### src/rtl/core/emcll_pkg.sv
`default_nettype none

package emcll_pkg;

  // default configuration of the block
  localparam int FREQ_WIDTH_DEF   = 35;
  localparam int DB_FRAC_BITS_DEF = 8;

  // fixed widths of the datapath
  localparam int FRAC_STEPS = 24;      // fraction bits of log2 from squaring
  localparam int M_W        = 31;      // normalized mantissa, Q1.30
  localparam int A_W        = 30;      // segment slope, signed Q.24
  localparam int X0_W       = 4;       // segment origin, whole decades
  localparam int B_W        = 32;      // segment offset, unsigned Q.24
  localparam int V_W        = 64;      // level before rounding, signed Q.48
  localparam int Q_POINT    = 48;      // fraction bits of that level
  localparam int OUT_W      = 17;      // limit_db width
  localparam int OUT_TDATA_W = ((OUT_W + 7) / 8) * 8;
  localparam int OUT_MAX    = 65535;
  localparam int OUT_MIN    = -65536;

  // curve selector codes
  localparam logic [1:0] KIND_CS114 = 2'd0;
  localparam logic [1:0] KIND_RE102 = 2'd1;
  localparam logic [1:0] KIND_CE102 = 2'd2;

  // re102 platform codes, the remaining code falls back to the original curve
  localparam logic [1:0] PLAT_HELI     = 2'd0;
  localparam logic [1:0] PLAT_LARGE    = 2'd1;
  localparam logic [1:0] PLAT_ORIGINAL = 2'd2;

  // fixed point constants
  localparam longint ONE_Q24 = 64'sd16777216;
  localparam logic [30:0] LOG10_2_Q32 = 31'd1292913987;
  localparam longint SLOPE_HELI_LOW =
    (64'sd15645167628 * ONE_Q24 + 64'sd500000000) / 64'sd1000000000;
  localparam longint SLOPE_HIGH =
    (64'sd19953242857 * ONE_Q24 + 64'sd500000000) / 64'sd1000000000;
  localparam longint SLOPE_CE102 =
    (64'sd20012124942 * ONE_Q24 + 64'sd500000000) / 64'sd1000000000;
  localparam longint CS114_HIGH_SLOPE = (64'sd971 * ONE_Q24 + 64'sd50) / 64'sd100;
  localparam longint CS114_HIGH_BASE  = (64'sd13247 * ONE_Q24 + 64'sd50) / 64'sd100;

  // frequency break points in hertz
  localparam logic [63:0] F_10K  = 64'd10000;
  localparam logic [63:0] F_500K = 64'd500000;
  localparam logic [63:0] F_1M   = 64'd1000000;
  localparam logic [63:0] F_2M   = 64'd2000000;
  localparam logic [63:0] F_30M  = 64'd30000000;
  localparam logic [63:0] F_100M = 64'd100000000;
  localparam logic [63:0] F_18G  = 64'd18000000000;

  // curve segment selected for one item
  typedef enum logic [3:0] {
    SEG_ZERO       = 4'd0,
    SEG_FLAT_24    = 4'd1,
    SEG_FLAT_34    = 4'd2,
    SEG_FLAT_44    = 4'd3,
    SEG_FLAT_60    = 4'd4,
    SEG_FLAT_69    = 4'd5,
    SEG_FLAT_79    = 4'd6,
    SEG_FLAT_89    = 4'd7,
    SEG_CS_LOW     = 4'd8,
    SEG_CS_HIGH    = 4'd9,
    SEG_HELI_LOW   = 4'd10,
    SEG_RE_HIGH_24 = 4'd11,
    SEG_RE_HIGH_34 = 4'd12,
    SEG_RE_HIGH_44 = 4'd13,
    SEG_CE_LOW     = 4'd14
  } seg_t;

  // control traveling with each pipeline stage
  typedef struct packed {
    logic valid;
    seg_t seg;
  } ctrl_t;

  // level = a * (lg - x0) + b, a and b in Q.24, x0 in whole decades
  typedef struct packed {
    logic signed [A_W-1:0] a;
    logic [X0_W-1:0]       x0;
    logic [B_W-1:0]        b;
  } seg_param_t;

  function automatic seg_param_t seg_param(input seg_t s);
    seg_param_t p;
    p.a  = '0;
    p.x0 = '0;
    p.b  = '0;
    case (s)
      SEG_FLAT_24: begin
        p.b = B_W'(64'sd24 * ONE_Q24);
      end
      SEG_FLAT_34: begin
        p.b = B_W'(64'sd34 * ONE_Q24);
      end
      SEG_FLAT_44: begin
        p.b = B_W'(64'sd44 * ONE_Q24);
      end
      SEG_FLAT_60: begin
        p.b = B_W'(64'sd60 * ONE_Q24);
      end
      SEG_FLAT_69: begin
        p.b = B_W'(64'sd69 * ONE_Q24);
      end
      SEG_FLAT_79: begin
        p.b = B_W'(64'sd79 * ONE_Q24);
      end
      SEG_FLAT_89: begin
        p.b = B_W'(64'sd89 * ONE_Q24);
      end
      SEG_CS_LOW: begin
        p.a  = A_W'(64'sd20 * ONE_Q24);
        p.x0 = X0_W'(3);
        p.b  = B_W'(64'sd29 * ONE_Q24);
      end
      SEG_CS_HIGH: begin
        p.a  = A_W'(-CS114_HIGH_SLOPE);
        p.x0 = X0_W'(3);
        p.b  = B_W'(CS114_HIGH_BASE);
      end
      SEG_HELI_LOW: begin
        p.a  = A_W'(-SLOPE_HELI_LOW);
        p.x0 = X0_W'(4);
        p.b  = B_W'(64'sd60 * ONE_Q24);
      end
      SEG_RE_HIGH_24: begin
        p.a  = A_W'(SLOPE_HIGH);
        p.x0 = X0_W'(8);
        p.b  = B_W'(64'sd24 * ONE_Q24);
      end
      SEG_RE_HIGH_34: begin
        p.a  = A_W'(SLOPE_HIGH);
        p.x0 = X0_W'(8);
        p.b  = B_W'(64'sd34 * ONE_Q24);
      end
      SEG_RE_HIGH_44: begin
        p.a  = A_W'(SLOPE_HIGH);
        p.x0 = X0_W'(8);
        p.b  = B_W'(64'sd44 * ONE_Q24);
      end
      SEG_CE_LOW: begin
        p.a  = A_W'(-SLOPE_CE102);
        p.x0 = X0_W'(4);
        p.b  = B_W'(64'sd94 * ONE_Q24);
      end
      default: begin
        p.b = '0;
      end
    endcase
    return p;
  endfunction

endpackage

`default_nettype wire

### src/rtl/core/emcll_sq_step.sv
`default_nettype none

module emcll_sq_step #(
  parameter int POS_W = 6
) (
  input  wire logic                              clk,
  input  wire logic                              rst,
  input  wire logic                              en,
  input  wire emcll_pkg::ctrl_t                  ctrl_i,
  input  wire logic [POS_W-1:0]                  pos_i,
  input  wire logic [emcll_pkg::M_W-1:0]         m_i,
  input  wire logic [emcll_pkg::FRAC_STEPS-1:0]  frac_i,
  output emcll_pkg::ctrl_t                       ctrl_o,
  output logic [POS_W-1:0]                       pos_o,
  output logic [emcll_pkg::M_W-1:0]              m_o,
  output logic [emcll_pkg::FRAC_STEPS-1:0]       frac_o
);

  logic [2*emcll_pkg::M_W-1:0] sq;
  logic [emcll_pkg::M_W:0]     sq_q30;
  logic                        bit_out;

  // square in Q1.30, a result at or above 2 yields a one bit and halves
  assign sq      = (2*emcll_pkg::M_W)'(m_i) * (2*emcll_pkg::M_W)'(m_i);
  assign sq_q30  = sq[emcll_pkg::M_W-1 +: emcll_pkg::M_W+1];
  assign bit_out = sq_q30[emcll_pkg::M_W];

  always_ff @(posedge clk) begin
    if (rst) begin
      ctrl_o.valid <= 1'b0;
    end else if (en) begin
      ctrl_o.valid <= ctrl_i.valid;
    end
  end

  always_ff @(posedge clk) begin
    if (en) begin
      ctrl_o.seg <= ctrl_i.seg;
      pos_o      <= pos_i;
      m_o        <= bit_out ? sq_q30[emcll_pkg::M_W:1] : sq_q30[emcll_pkg::M_W-1:0];
      frac_o     <= {frac_i[emcll_pkg::FRAC_STEPS-2:0], bit_out};
    end
  end

endmodule

`default_nettype wire

### config.mk
export PLATFORM = sky130hd
export DESIGN_NAME = emcll_sq_step
export DESIGN_NICKNAME = d
export VERILOG_FILES = /design/src/rtl/core/emcll_pkg.sv /design/src/rtl/core/emcll_sq_step.sv
export SDC_FILE = /design/constraint.sdc
export NUM_CORES = 2
export LEC_CHECK = 0
export BUFFER_PORTS_ARGS = -buffer_cell sky130_fd_sc_hd__buf_2
export CAP_MARGIN = 10
export CORE_MARGIN = 8
export CORE_UTILIZATION = 60
export CTS_CLUSTER_DIAMETER = 200
export DETAILED_ROUTE_END_ITERATION = 16
export MAX_ROUTING_LAYER = met4
export PLACE_DENSITY = 0.87
export SLEW_MARGIN = 25
export SYNTH_ARGS = -nofsm -noshare
export SYNTH_HDL_FRONTEND = slang
export SYNTH_SLANG_ARGS = --single-unit
### constraint.sdc
create_clock -name clk -period 14.3 [get_ports clk]
set_input_delay 0 -clock clk [delete_from_list [all_inputs] [get_ports clk]]
set_output_delay 0 -clock clk [all_outputs]
set_load 0.01 [all_outputs]
======== Word-level counts from Yosys, hierarchy flattened ========
Index checks and enable logic that the tools add are counted.
W data, S select, Z words.
cells by class
  multiply operators ...................... 1
  muxes and demuxes ....................... 1
operators by type and width
  cell              count
  $mul A31 B31 Y62  1
  $mux W30          1
storage, ports and cells
  bits of input ports ..................... 69
  word-level logic and storage cells ...... 8
  output and inout port bits .............. 66
  register bits after elaboration ......... 66

======== Longest topological paths before layout ========
  depth after elaboration ................. 2
  mapped depth ............................ 31
  mapped depth without buffers ............ 27

======== Least setup slack after synthesis ========
OpenSTA, ideal clock, no wires.
  path type ............................... input to register
  from .................................... in m_i[16] in the netlist's numbering
  to ...................................... reg m_o[10] in the netlist's numbering, data pin
  setup time .............................. 0.260 ns
  path buffers ............................ 3
  arrival time ............................ 7.112 ns
  stages .................................. 25
  data required time ...................... 14.040 ns
  slack ................................... 6.928 ns
  cells stage by stage .................... clkbuf_1 clkbuf_1 nand2_1 fa_1 inv_1 fa_1 inv_1 fa_1 fa_1 inv_1 fa_1 fa_1 fa_1 fa_1 ha_1 nand4_1 a211oi_1 nor2_1 or3_1 a2111o_1 nand3_2 a21oi_4 xnor2_4 buf_6 mux2_2
on the way
  word-level cells in the longest chain between the ends .. 2
ends and longest elaborated chain
  element               line                 source
  start, declared       emcll_sq_step.sv:11  input wire logic [emcll_pkg::M_W-1:0] m_i,
  $mul A31 B31 Y62      emcll_sq_step.sv:24  assign sq = (2*emcll_pkg::M_W)'(m_i) * (2*emcll_pkg::M_W)'(m_i);
  $mux W30              emcll_sq_step.sv:40  m_o <= bit_out ? sq_q30[emcll_pkg::M_W:1] : sq_q30[emcll_pkg::M_W-1:0];
  end signal, assigned  emcll_sq_step.sv:40
  end, declared         emcll_sq_step.sv:15  output logic [emcll_pkg::M_W-1:0] m_o,
No other way between the ends.
A chain may end at the register's enable or synchronous reset.

======== Final worst setup path ========
  from .................................... in m_i[15] in the netlist's numbering
  to ...................................... reg m_o[29] in the netlist's numbering, data pin
The elaborated chain is that of the path after synthesis.

==> out/qor.csv <==
metric,value,unit
critical_path_required,14.38,ns
yosys_most_used_dff,edfxtp_1,
worst_path_dominant_cell_family,adder cells,
worst_setup_hold_path_clk_slew,0.06,ns
area_growth_syn_to_layout,5.994,%
fin_skew,0,ns
grt_pass1_vias,23770,
ys_seq_area_share,6.743,%
grt_overflow_total,0,
critical_path.n_buffers_inverters,6,
die-width,236.8,um
max_clock_freq,114.9,MHz
library_cell_appearing_most_often_on_the_critical_path,fa_1,
cell_with_the_largest_stage_delay_on_the_worst_path,fa_1,
hold_class,in2reg,
cts_num_sinks,66,
cap_viol_max_count,0,
grt_antenna_before_repair,0,
drive_gt1_share,6.524,%
grt_start_max_net_pins,67,
place_worst_setup_slack,5.240,ns
ys_seq_elements,66,
highest_fanout_seen_on_the_critical_path,25,
timing.final.hold_violations,0,
finalSetupTns,0,ns
timing.max_slew.rel_slack,38.98,%
synth.avg_cell_area,9.770,um2
num_io_pins,135,
worstRegToRegCells,3,
tritoncts_clock_tree,yes,
floorplan.core_area,48550,um2
gp_routability_congestion,0.9183,
clk_latency,0.33,ns
finalNetCount,4161,
core_util_final,63.85,%
grt_pass1_wl,119.5,mm
final.period_utilization,60.87,%
syn_area,29240,um2
min_to,frac_o[20],
setup_viol,0,
run_status,completed,
cts.path.max_buffers,2,
start_kind,input port,
dp_hpwl,57.00,mm
total_global_routing_track_utilization,27.50,%
r2r_slack,13.08,ns
floorplan.die.height,236.8,um
fillCellCount,3646,
drtAntennaViolNets,0,
critical_path.reg2reg.startpoint,ctrl_o[4],
route.detailed.wl_per_inst,19.19,um
worst_setup_path_end_kind,flip-flop,
number_of_buffers_added_by_the_clock_tree_synthesis_step,9,
dr.first_iter.drc_count,1532,
yosys_warnings,0,
detailed_route_wire_length,71.07,mm
dr.pass1.iters,5,
drcViolationCount,0,
worst_path_largest_cell_delay,0.58,ns
worst_r2r_endpoint,ctrl_o[4],
num_rows,81,
number_of_synthesized_flops_with_an_enable_pin,65,
detailroute.via_count,20630,
n_antenna_cell,0,
port-buffer-count,133,
actual_transition_at_the_worst_max_transition_pin,0.9153,ns
final.min_clock_period,8.705,ns
number_of_gates_resized_after_cts,0,
rsz0062_at_grt,false,
worstSetupPathType,in2reg,
fraction_of_registers_with_async_set_reset,0,%
final_max_slew_viol_count,0,
synth.net_count,4078,
worst-endpoint-arrival,8.78,ns
hold_path.startpoint,frac_i[19],
routed_via_count_divided_by_cell_count,5.570,
initial_core_util,60.24,%
holdPathStages,2,
cts.htree.levels,3,
dieArea,56060,um2
synth.lib_cells_used.distinct,63,
clk_root_buffer_cell,clkbuf_16,
post_synth_inst_count,2993,
finalWorstSetupSlack,5.595,ns
[worst max path at each step]
stage | to | depth (start not counted) | start | slack, ns
after floorplan | m_o[10] | 25 | m_i[16] | 6.93
after global placement | m_o[5] | 24 | m_i[15] | 5.35
after detailed placement | m_o[29] | 24 | m_i[15] | 5.24
after CTS | m_o[24] | 24 | m_i[15] | 5.56
after global routing | m_o[26] | 25 | m_i[15] | 5.20
final | m_o[29] | 25 | m_i[15] | 5.60
[metrics by stage]
stage                     hold slack (ns)  std cells  area, um2
after floorplan                   0.07238       2993      29240
after global placement             0.1765       3651      30330
after detailed placement           0.1784       3651      30330
after CTS                          0.3761       3702      30980
after global routing               0.3815       3703      31000
final                              0.3763       3703      31000
[state kept, by name, summed over array words and instances (netlist names)]
signal / flops
ctrl_o: 5
frac_o: 24
m_o: 31
pos_o: 6
[synthesized netlist by cell type (all sizes together) (10+ instances only)]
library cell	number	share of area, %
fa	747	51
inv	911	12
xor2	26	0.78
o21bai	12	0.31
nor2	56	0.72
a21o	37	0.95
a21oi	62	1.1
edfxtp	65	6.7
nand2	300	3.9
mux2	27	1.0
nand4	10	0.21
and2	190	4.1
ha	269	12
xnor2	33	1.1
clkbuf	100	1.3
o21ai	22	0.38
[cell families (layout without fill, tap and decap cells)]
logic type               after synthesis  after routing  synth area share [%]
adder cells (fa/ha/maj)             1016           1016                 62.65
flip-flops                            66             66                 6.743
AND/OR/NAND/NOR                      612            612                 10.05
AO/OA/AOI/OAI                        191            191                 4.386
buffers and inverters               1017           1105                 13.13
multiplexers                          32             32                 1.211
XOR/XNOR                              59             59                 1.831
[worst register-to-register path, stage by stage (launching register included)]
cell and delay [ns]:
dfxtp_1 0.31, mux2i_1 0.15, nor2_1 0.05, dlygate4sd3_1 0.58
[cell type report]
cell class / count / area, um2 / share of cell area (%)
Timing Repair Buffer: 177 / 1091 / 3.520
Multi-Input combinational cell: 1910 / 23430 / 75.59
Tap cell: 622 / 778.2 / 2.511
Clock inverter: 3 / 40.04 / 0.1292
Clock buffer: 13 / 260.3 / 0.8396
Inverter: 912 / 3423 / 11.04
Sequential cell: 66 / 1972 / 6.362
[layer usage]
metal	up-vias	part of all wire, %	track usage [%]
met5	-	0	-
met2	953	52	47.64
met1	10510	36	31.87
met4	0	5.2	11.89
li1	8888	-	-
met3	272	7.2	3.871
[layout by cell type (no fill, tap or decap), types with 3 or more instances in the layout]
| cell | count |
|---|---|
| inv_1 | 911 |
| fa_1 | 747 |
| nand2_1 | 300 |
| ha_1 | 269 |
| and2_1 | 190 |
| buf_2 | 133 |
| edfxtp_1 | 65 |
| a21oi_1 | 61 |
| nor2_1 | 56 |
| a21o_1 | 37 |
| dlygate4sd3_1 | 35 |
| xnor2_1 | 32 |
| xor2_1 | 26 |
| mux2_2 | 24 |
| o21ai_0 | 21 |
| o21bai_1 | 12 |
| nand4_1 | 10 |
| nor2b_1 | 9 |
| a31oi_1 | 9 |
| clkbuf_16 | 9 |
| or2_2 | 8 |
| and3_1 | 8 |
| nor3_1 | 8 |
| nand3_1 | 8 |
| buf_4 | 8 |
| a31o_2 | 6 |
| mux2i_1 | 5 |
| a211oi_1 | 5 |
| a21boi_0 | 5 |
| o21a_1 | 4 |
| o211ai_1 | 4 |
| nand2b_1 | 3 |
| and4_1 | 3 |
| a221o_1 | 3 |
| mux2_1 | 3 |
[what timing repair did]
item,4_1_cts,5_1_grt
endpoints found under the hold margin,34,0
setup endpoints to repair,0,0
hold buffers,35,0
setup buffers,0,0
Power is not shown: default switching activity piles up to over one toggle a cycle in this logic, so the estimate is an artifact.
