**config.mk**
```make
export PLATFORM = sky130hd
export DESIGN_NAME = emcll_back
export DESIGN_NICKNAME = d
export VERILOG_FILES = /design/src/rtl/core/emcll_pkg.sv /design/src/rtl/core/emcll_back.sv
export SDC_FILE = /design/constraint.sdc
export NUM_CORES = 2
export LEC_CHECK = 0
export BUFFER_PORTS_ARGS = -buffer_cell sky130_fd_sc_hd__buf_2
export CORE_MARGIN = 8
export CORE_UTILIZATION = 47
export DETAILED_ROUTE_END_ITERATION = 7
export HOLD_SLACK_MARGIN = 0.15
export SYNTH_ARGS = -nofsm -noshare
export SYNTH_HDL_FRONTEND = slang
export SYNTH_SLANG_ARGS = --single-unit
```
**constraint.sdc**
```tcl
create_clock -name clk -period 28.7 [get_ports clk]
set_clock_uncertainty 0.1 [all_clocks]
set_input_delay 0 -clock clk [delete_from_list [all_inputs] [get_ports clk]]
set_output_delay 0 -clock clk [all_outputs]
set_load 0.05 [all_outputs]
```
**src/rtl/core/emcll_pkg.sv**
```systemverilog
`default_nettype none

package emcll_pkg;

  // default configuration of the block
  localparam int FREQ_WIDTH_DEF   = 35;
  localparam int DB_FRAC_BITS_DEF = 8;

  // fixed widths of the datapath
  localparam int FRAC_STEPS = 24;      // fraction bits of log2 from squaring
  localparam int M_W        = 31;      // normalized mantissa, Q1.30
  localparam int A_W        = 30;      // segment slope, signed Q.24
  localparam int X0_W       = 4;       // segment origin, whole decades
  localparam int B_W        = 32;      // segment offset, unsigned Q.24
  localparam int V_W        = 64;      // level before rounding, signed Q.48
  localparam int Q_POINT    = 48;      // fraction bits of that level
  localparam int OUT_W      = 17;      // limit_db width
  localparam int OUT_TDATA_W = ((OUT_W + 7) / 8) * 8;
  localparam int OUT_MAX    = 65535;
  localparam int OUT_MIN    = -65536;

  // curve selector codes
  localparam logic [1:0] KIND_CS114 = 2'd0;
  localparam logic [1:0] KIND_RE102 = 2'd1;
  localparam logic [1:0] KIND_CE102 = 2'd2;

  // re102 platform codes, the remaining code falls back to the original curve
  localparam logic [1:0] PLAT_HELI     = 2'd0;
  localparam logic [1:0] PLAT_LARGE    = 2'd1;
  localparam logic [1:0] PLAT_ORIGINAL = 2'd2;

  // fixed point constants
  localparam longint ONE_Q24 = 64'sd16777216;
  localparam logic [30:0] LOG10_2_Q32 = 31'd1292913987;
  localparam longint SLOPE_HELI_LOW =
    (64'sd15645167628 * ONE_Q24 + 64'sd500000000) / 64'sd1000000000;
  localparam longint SLOPE_HIGH =
    (64'sd19953242857 * ONE_Q24 + 64'sd500000000) / 64'sd1000000000;
  localparam longint SLOPE_CE102 =
    (64'sd20012124942 * ONE_Q24 + 64'sd500000000) / 64'sd1000000000;
  localparam longint CS114_HIGH_SLOPE = (64'sd971 * ONE_Q24 + 64'sd50) / 64'sd100;
  localparam longint CS114_HIGH_BASE  = (64'sd13247 * ONE_Q24 + 64'sd50) / 64'sd100;

  // frequency break points in hertz
  localparam logic [63:0] F_10K  = 64'd10000;
  localparam logic [63:0] F_500K = 64'd500000;
  localparam logic [63:0] F_1M   = 64'd1000000;
  localparam logic [63:0] F_2M   = 64'd2000000;
  localparam logic [63:0] F_30M  = 64'd30000000;
  localparam logic [63:0] F_100M = 64'd100000000;
  localparam logic [63:0] F_18G  = 64'd18000000000;

  // curve segment selected for one item
  typedef enum logic [3:0] {
    SEG_ZERO       = 4'd0,
    SEG_FLAT_24    = 4'd1,
    SEG_FLAT_34    = 4'd2,
    SEG_FLAT_44    = 4'd3,
    SEG_FLAT_60    = 4'd4,
    SEG_FLAT_69    = 4'd5,
    SEG_FLAT_79    = 4'd6,
    SEG_FLAT_89    = 4'd7,
    SEG_CS_LOW     = 4'd8,
    SEG_CS_HIGH    = 4'd9,
    SEG_HELI_LOW   = 4'd10,
    SEG_RE_HIGH_24 = 4'd11,
    SEG_RE_HIGH_34 = 4'd12,
    SEG_RE_HIGH_44 = 4'd13,
    SEG_CE_LOW     = 4'd14
  } seg_t;

  // control traveling with each pipeline stage
  typedef struct packed {
    logic valid;
    seg_t seg;
  } ctrl_t;

  // level = a * (lg - x0) + b, a and b in Q.24, x0 in whole decades
  typedef struct packed {
    logic signed [A_W-1:0] a;
    logic [X0_W-1:0]       x0;
    logic [B_W-1:0]        b;
  } seg_param_t;

  function automatic seg_param_t seg_param(input seg_t s);
    seg_param_t p;
    p.a  = '0;
    p.x0 = '0;
    p.b  = '0;
    case (s)
      SEG_FLAT_24: begin
        p.b = B_W'(64'sd24 * ONE_Q24);
      end
      SEG_FLAT_34: begin
        p.b = B_W'(64'sd34 * ONE_Q24);
      end
      SEG_FLAT_44: begin
        p.b = B_W'(64'sd44 * ONE_Q24);
      end
      SEG_FLAT_60: begin
        p.b = B_W'(64'sd60 * ONE_Q24);
      end
      SEG_FLAT_69: begin
        p.b = B_W'(64'sd69 * ONE_Q24);
      end
      SEG_FLAT_79: begin
        p.b = B_W'(64'sd79 * ONE_Q24);
      end
      SEG_FLAT_89: begin
        p.b = B_W'(64'sd89 * ONE_Q24);
      end
      SEG_CS_LOW: begin
        p.a  = A_W'(64'sd20 * ONE_Q24);
        p.x0 = X0_W'(3);
        p.b  = B_W'(64'sd29 * ONE_Q24);
      end
      SEG_CS_HIGH: begin
        p.a  = A_W'(-CS114_HIGH_SLOPE);
        p.x0 = X0_W'(3);
        p.b  = B_W'(CS114_HIGH_BASE);
      end
      SEG_HELI_LOW: begin
        p.a  = A_W'(-SLOPE_HELI_LOW);
        p.x0 = X0_W'(4);
        p.b  = B_W'(64'sd60 * ONE_Q24);
      end
      SEG_RE_HIGH_24: begin
        p.a  = A_W'(SLOPE_HIGH);
        p.x0 = X0_W'(8);
        p.b  = B_W'(64'sd24 * ONE_Q24);
      end
      SEG_RE_HIGH_34: begin
        p.a  = A_W'(SLOPE_HIGH);
        p.x0 = X0_W'(8);
        p.b  = B_W'(64'sd34 * ONE_Q24);
      end
      SEG_RE_HIGH_44: begin
        p.a  = A_W'(SLOPE_HIGH);
        p.x0 = X0_W'(8);
        p.b  = B_W'(64'sd44 * ONE_Q24);
      end
      SEG_CE_LOW: begin
        p.a  = A_W'(-SLOPE_CE102);
        p.x0 = X0_W'(4);
        p.b  = B_W'(64'sd94 * ONE_Q24);
      end
      default: begin
        p.b = '0;
      end
    endcase
    return p;
  endfunction

endpackage

`default_nettype wire

```
**src/rtl/core/emcll_back.sv**
```systemverilog
`default_nettype none

module emcll_back #(
  parameter int POS_W        = 6,
  parameter int DB_FRAC_BITS = emcll_pkg::DB_FRAC_BITS_DEF
) (
  input  wire logic                              clk,
  input  wire logic                              rst,
  input  wire logic                              en,
  input  wire emcll_pkg::ctrl_t                  ctrl_i,
  input  wire logic [POS_W-1:0]                  pos_i,
  input  wire logic [emcll_pkg::FRAC_STEPS-1:0]  frac_i,
  output emcll_pkg::ctrl_t                       ctrl_o,
  output logic [emcll_pkg::OUT_W-1:0]            res_o
);

  localparam int L2W   = POS_W + emcll_pkg::FRAC_STEPS;  // log2, Q.24
  localparam int PW1   = L2W + 31;                       // log2 * log10(2), Q.56
  localparam int LGW   = L2W - 1;                        // log10, Q.24
  localparam int DW    = LGW + 1;                        // log10 - x0, signed
  localparam int PW2   = DW + emcll_pkg::A_W;            // slope product, Q.48
  localparam int SHIFT = emcll_pkg::Q_POINT - DB_FRAC_BITS;
  localparam logic [PW1:0] RND1 = (PW1+1)'(64'd1 << 31);
  localparam logic signed [emcll_pkg::V_W-1:0] RND2 =
    emcll_pkg::V_W'(64'sd1 <<< (SHIFT - 1));
  localparam logic signed [emcll_pkg::V_W-1:0] SAT_HI = emcll_pkg::V_W'(emcll_pkg::OUT_MAX);
  localparam logic signed [emcll_pkg::V_W-1:0] SAT_LO = emcll_pkg::V_W'(emcll_pkg::OUT_MIN);

  emcll_pkg::ctrl_t c1, c2, c3, c4, c5;

  logic [L2W-1:0]                        log2_val;
  logic [PW1-1:0]                        prod1;
  logic [PW1:0]                          rsum;
  logic [LGW-1:0]                        lg;
  emcll_pkg::seg_param_t                 sp3, sp4, sp5;
  logic signed [DW-1:0]                  x0_q;
  logic signed [DW-1:0]                  d;
  logic signed [emcll_pkg::A_W-1:0]      slope;
  logic signed [PW2-1:0]                 prod2;
  logic signed [emcll_pkg::V_W-1:0]      b_term;
  logic signed [emcll_pkg::V_W-1:0]      lvl;
  logic signed [emcll_pkg::V_W-1:0]      lvl_rnd;
  logic signed [emcll_pkg::V_W-1:0]      lvl_db;

  // control pipeline
  always_ff @(posedge clk) begin
    if (rst) begin
      c1.valid     <= 1'b0;
      c2.valid     <= 1'b0;
      c3.valid     <= 1'b0;
      c4.valid     <= 1'b0;
      c5.valid     <= 1'b0;
      ctrl_o.valid <= 1'b0;
    end else if (en) begin
      c1.valid     <= ctrl_i.valid;
      c2.valid     <= c1.valid;
      c3.valid     <= c2.valid;
      c4.valid     <= c3.valid;
      c5.valid     <= c4.valid;
      ctrl_o.valid <= c5.valid;
    end
  end

  always_ff @(posedge clk) begin
    if (en) begin
      c1.seg     <= ctrl_i.seg;
      c2.seg     <= c1.seg;
      c3.seg     <= c2.seg;
      c4.seg     <= c3.seg;
      c5.seg     <= c4.seg;
      ctrl_o.seg <= c5.seg;
    end
  end

  // segment constants at the stages that use them
  assign sp3    = emcll_pkg::seg_param(c2.seg);
  assign sp4    = emcll_pkg::seg_param(c3.seg);
  assign sp5    = emcll_pkg::seg_param(c4.seg);
  assign x0_q   = DW'({sp3.x0, 24'd0});
  assign slope  = sp4.a;
  assign b_term = $signed({8'd0, sp5.b, 24'd0});

  assign log2_val = {pos_i, frac_i};
  assign rsum     = {1'b0, prod1} + RND1;

  // round and saturate to the output format
  assign lvl_rnd = lvl + RND2;
  assign lvl_db  = lvl_rnd >>> SHIFT;

  always_ff @(posedge clk) begin
    if (en) begin
      // log2 times log10(2)
      prod1 <= PW1'(log2_val) * PW1'(emcll_pkg::LOG10_2_Q32);
      // round to Q.24
      lg    <= rsum[32 +: LGW];
      // distance from segment origin
      d     <= $signed({1'b0, lg}) - x0_q;
      // slope term
      prod2 <= slope * d;
      // add segment offset
      lvl   <= emcll_pkg::V_W'(prod2) + b_term;
      if (lvl_db > SAT_HI) begin
        res_o <= emcll_pkg::OUT_W'(SAT_HI);
      end else if (lvl_db < SAT_LO) begin
        res_o <= emcll_pkg::OUT_W'(SAT_LO);
      end else begin
        res_o <= lvl_db[emcll_pkg::OUT_W-1:0];
      end
    end
  end

endmodule

`default_nettype wire
```
=== Yosys cells after proc, flatten, opt, wreduce, memory -nomap -nowiden ===
Cells that the tools add are included.

* $lt $le $gt $ge: 2
* $mul: 2
* Muxes and demuxes: 4
* Equal/unequal tests: 28
* $add $sub $neg: 4
* Reduce and logical (&&, ||, !) cells: 6

{| class="wikitable"
|+ Operators by type and width
! cell !! count
|-
| $pmux 32 s10 || 1
|-
| $pmux 34 s5 || 1
|-
| $eq 4x4->1 const B || 21
|-
| $add 64x41->64 const B || 1
|-
| $add 60x57->61 || 1
|-
| $add 61x32->61 const B || 1
|-
| $mul 30x31->61 const B || 1
|-
| $mul 30x30->60 || 1
|-
| $sub 29x28->30 || 1
|-
| $gt 24x17->1 const B || 1
|-
| $lt 24x17->1 const B || 1
|-
| $pmux 4 s5 || 1
|-
| $mux 17 || 1
|-
| $eq 4x3->1 const B || 4
|-
| $eq 4x2->1 const B || 2
|-
| $reduce_or 2->1 || 4
|-
| $reduce_or 3->1 || 2
|-
| $eq 4x1->1 const B || 1
|}

* Logic and storage cells: 64
* Bits in registers: 291
* Input bits: 38
* Output and inout bits: 22

=== Longest topological paths before layout ===
* Depth after elaboration: 4
* Depth in mapped cells: 36
* Gate-level depth less buffers: 33

=== Worst setup path after synthesis ===
OpenSTA, ideal clock, no wires.

* Path type: register -> register
* Start point: register c3[2] (netlist bit)
* End point: register prod2[59] (data pin)
* Data arrival time: 8930 ps
* Stages on the path, launching flop included: 29
* Setup slack: 19410 ps
* Setup time: 260 ps
* Period minus slack after synthesis: 9290 ps
* Data required time: 28340 ps
* Path buffers: 1
* Cells stage by stage: edfxtp_1 buf_2 nor3b_1 nand2_1 nand2_1 nand2_1 fa_1 fa_1 inv_1 fa_1 fa_1 inv_1 fa_1 inv_1 fa_1 inv_1 fa_1 fa_1 inv_1 ha_1 o21a_1 o21ai_1 a21oi_1 o21a_1 o221ai_1 a21oi_2 or4_4 a31oi_2 xnor2_1

* Cells in the longest elaborated chain, start to end: 4
* Elaborated cells between the ends (all ways): 10
* Classes of those cells: mul (1); eq/ne (7); mux (1); reduce/logical (1)

{| class="wikitable"
|+ Ends and longest elaborated chain
! item !! RTL line !! source
|-
| from (decl) || emcll_back.sv:29 || <nowiki>emcll_pkg::ctrl_t c1, c2, c3, c4, c5;</nowiki>
|-
| $eq 4x4->1 || -- ||
|-
| $reduce_or 3->1 (no source line) || -- ||
|-
| $pmux 34 s5 * || emcll_pkg.sv:90 || <nowiki>case (s)</nowiki>
|-
| $mul 30x30->60 * || emcll_back.sv:99 || <nowiki>prod2 <= slope * d;</nowiki>
|-
| to (signal assigned) || emcll_back.sv:99 ||
|-
| to (decl) || emcll_back.sv:39 || <nowiki>logic signed [PW2-1:0] prod2;</nowiki>
|}

Mark *: on every way between the ends. The rest lies on a longest branch, timed or not.
A chain may end at the register's enable or synchronous reset.

=== Worst setup path in the final report ===
* Start point: register c3[3] (netlist bit)
* End point: register prod2[59] (data pin)

The elaborated chain is that of the path after synthesis.

==> flow_summary.yaml <==
outcome:
  status: "complete, no violations"
cells_and_area:
  layout.cells.non_filler: 6324
  seqCellArea_um2: 5710
  syn_to_final_growth_pct: 5.40
  multi_input_area_um2: 38100
  nFillCells: 9965
  fin_nets: 6706
  drive_gt1_frac: 0.0320
die:
  die_w_um: 341
  die_h_um: 341
  initial_core_util: 0.473
  fp-row-count: 119
  dieArea_um2: 116000
  core_area_um2: 105000
  io_pins: 60
critical_path:
  critical-path-slowest-cell: "fa_1"
  startpoint_type: "flip-flop"
  crit_start: "c3[3]"
  cp-end-kind: "flip-flop"
  reg2reg_from: "c3[3]"
  r2r_setup_slack_ns: 17.45
  rr_endpoint: "prod2[59]"
  worstRegToRegCells: 29
  crit_top_cell: "fa_1"
  endpoint: "prod2[59]"
  cp_max_fo: 37
  critPathMaxStageDelay_ns: 0.84
  worstPathArrival_ns: 11.39
  timing_worst_setup_path_type: "flip-flop to flip-flop"
  cp.required_ns: 28.84
yosys:
  syn_inst: 4883
  yosys-top-cells-area: "fa_1, ha_1, inv_1"
  synthArstFlopShare: 0
  synth-main-ff-cell: "edfxtp_1"
  synth.distinct_cells: 93
  synth_top_cell_area_share: 0.452
  synth_nets: 6671
  synth_edf_count: 186
  yosys_warnings: 0
  syn_area_per_cell_um2: 10.2
  yosysTopAreaCell: "fa_1"
  synth_common_cells: "inv_1, fa_1, ha_1, nand2_1, edfxtp_1"
  synth_area_um2: 49700
  synth_seq_cells: 192
  ys_seq_area_frac: 0.115
  synth_most_common_cell: "inv_1"
detailed_routing:
  drc: 0
  wl_per_cell_um: 24.0
  vias: 33381
  vias_per_cell: 5.28
  ant_nets: 0
  initialDrtViolationCount: 2427
  drt-pass1-iter-count: 6
  drt-total-wl_um: 151000
cts:
  post_cts_resized: 0
  cts_setup_buffers: 0
  clock_sinks: 192
  clk_path_buf_depth: 2
  clock_latency_ns: 0.50
  tritoncts: "yes"
  cts.clk_slew.worst_paths_ns: 0.10
  cts-root-buf: "clkbuf_16"
  cts_htree_levels: 4
  cts_made_buffers: 17
global_route:
  grt_pass1_wl_um: 228000
  grt_pass1_vias: 36701
  antenna_found_initial: 1
  grt_overflow: 0
  grt.total_usage: 0.265
  grt_max_degree: 73
sta:
  slew_viol_final: 0
  fin_crit_sh: 0.392
  finalHoldViolations: 0
  setup_tns_ns: 0
  post-route-min-period_ns: 11.25
  worstMarginPinSlew_ns: 1.29
  fmax_mhz: 88.9
  setup_violations: 0
  rsz0062_at_grt: "false"
  fin_ws_ns: 17.45
  worst_slew_margin_rel: 0.134
  fin_hold_ws_ns: 0.191
placement:
  place.gp.congestion: 1.00
  place_ws_ns: 17.60
  place.detailed.hpwl_um: 136000
  io_buffers: 59
  dp_cells: 6279
run:
  cap_violations: 0
worst_hold_path:
  hp-class: "input pin to flip-flop"
[per-stage QoR]
stage          utilization  area (um2)
6_report             0.499       52400
2_1_floorplan            -       49700
5_1_grt              0.499       52400
3_5_place_dp         0.491       51600
3_3_place_gp         0.491       51600
4_1_cts              0.499       52400
[state kept, by name (all words and copies together), names as in the netlist]
name and count:
prod2 34, lg 29, d 30, lvl 22, prod1 30, c3 5
ctrl_o 5, c2 5, c4 5, c5 5, res_o 17, c1 5
[worst min path at each step]
stage / from / end / slack [ns] / cells past startpoint
2_1_floorplan: rst / c1[4] / -0.03 / 1
3_3_place_gp: ctrl_i[3] / c1[3] / 0.08 / 1
3_5_place_dp: ctrl_i[3] / c1[3] / 0.08 / 1
4_1_cts: rst / c5[4] / 0.16 / 3
5_1_grt: rst / c5[4] / 0.18 / 3
6_report: rst / c5[4] / 0.19 / 3
[area by class of cell]
class	instances	area share
antenna	2	0.0000955
clock buffer	17	0.00812
clock inverter	15	0.00430
inverter	1497	0.107
multi-input combinational	3117	0.727
sequential	192	0.109
tap	1391	0.0332
timing repair buffer	93	0.0112
[cell families after synthesis]
kind of cell | after synthesis | synth area share
xor+xnor | 140 | 0.0248
mux | 8 | 0.00161
flops | 192 | 0.115
other cells | 1 | 0.0000754
compound gates | 420 | 0.0541
buf+inv | 1574 | 0.119
simple gates | 797 | 0.0752
fa+ha+maj | 1751 | 0.610
[layer usage]
| layer | share of wire | vias up | wire length [um] | global-route usage |
|---|---|---|---|---|
| li1 | - | 14855 | - | - |
| met3 | 0.076 | 213 | 11500 | 0.0528 |
| met4 | 0.032 | 0 | 4840 | 0.0781 |
| met5 | 0 | - | 0 | 0 |
| met1 | 0.41 | 17084 | 62400 | 0.345 |
| met2 | 0.48 | 1229 | 72800 | 0.447 |
[critical path, delay by kind of cell, from the launching register on]
kind                     cells  cell delay (ns)
AO/OA/AOI/OAI                6             1.16
XOR/XNOR                     1             0.07
adder cells (fa/ha/maj)      9             4.80
buffers and inverters        7             1.49
flip-flops                   1             0.81
AND/OR/NAND/NOR              6             2.49
[cell usage in the layout (no fill, tap or decap), types with 54 or more instances in the layout]
| master | instances |
|---|---|
| nand3_1 | 54 |
| nor2_1 | 157 |
| edfxtp_1 | 186 |
| fa_1 | 1123 |
| nand2_1 | 348 |
| xnor2_1 | 92 |
| o21ai_0 | 109 |
| inv_1 | 1497 |
| a21oi_1 | 116 |
| buf_2 | 58 |
| ha_1 | 627 |
| and2_1 | 71 |
[what timing repair did]
item,4_1_cts,5_1_grt
hold buffers,11,0
setup endpoints to repair,0,0
hold endpoints to repair,71,0
Power is left out: the tool's default activity adds up to more than one toggle a clock period on the data nets, which glitch-free logic cannot reach.
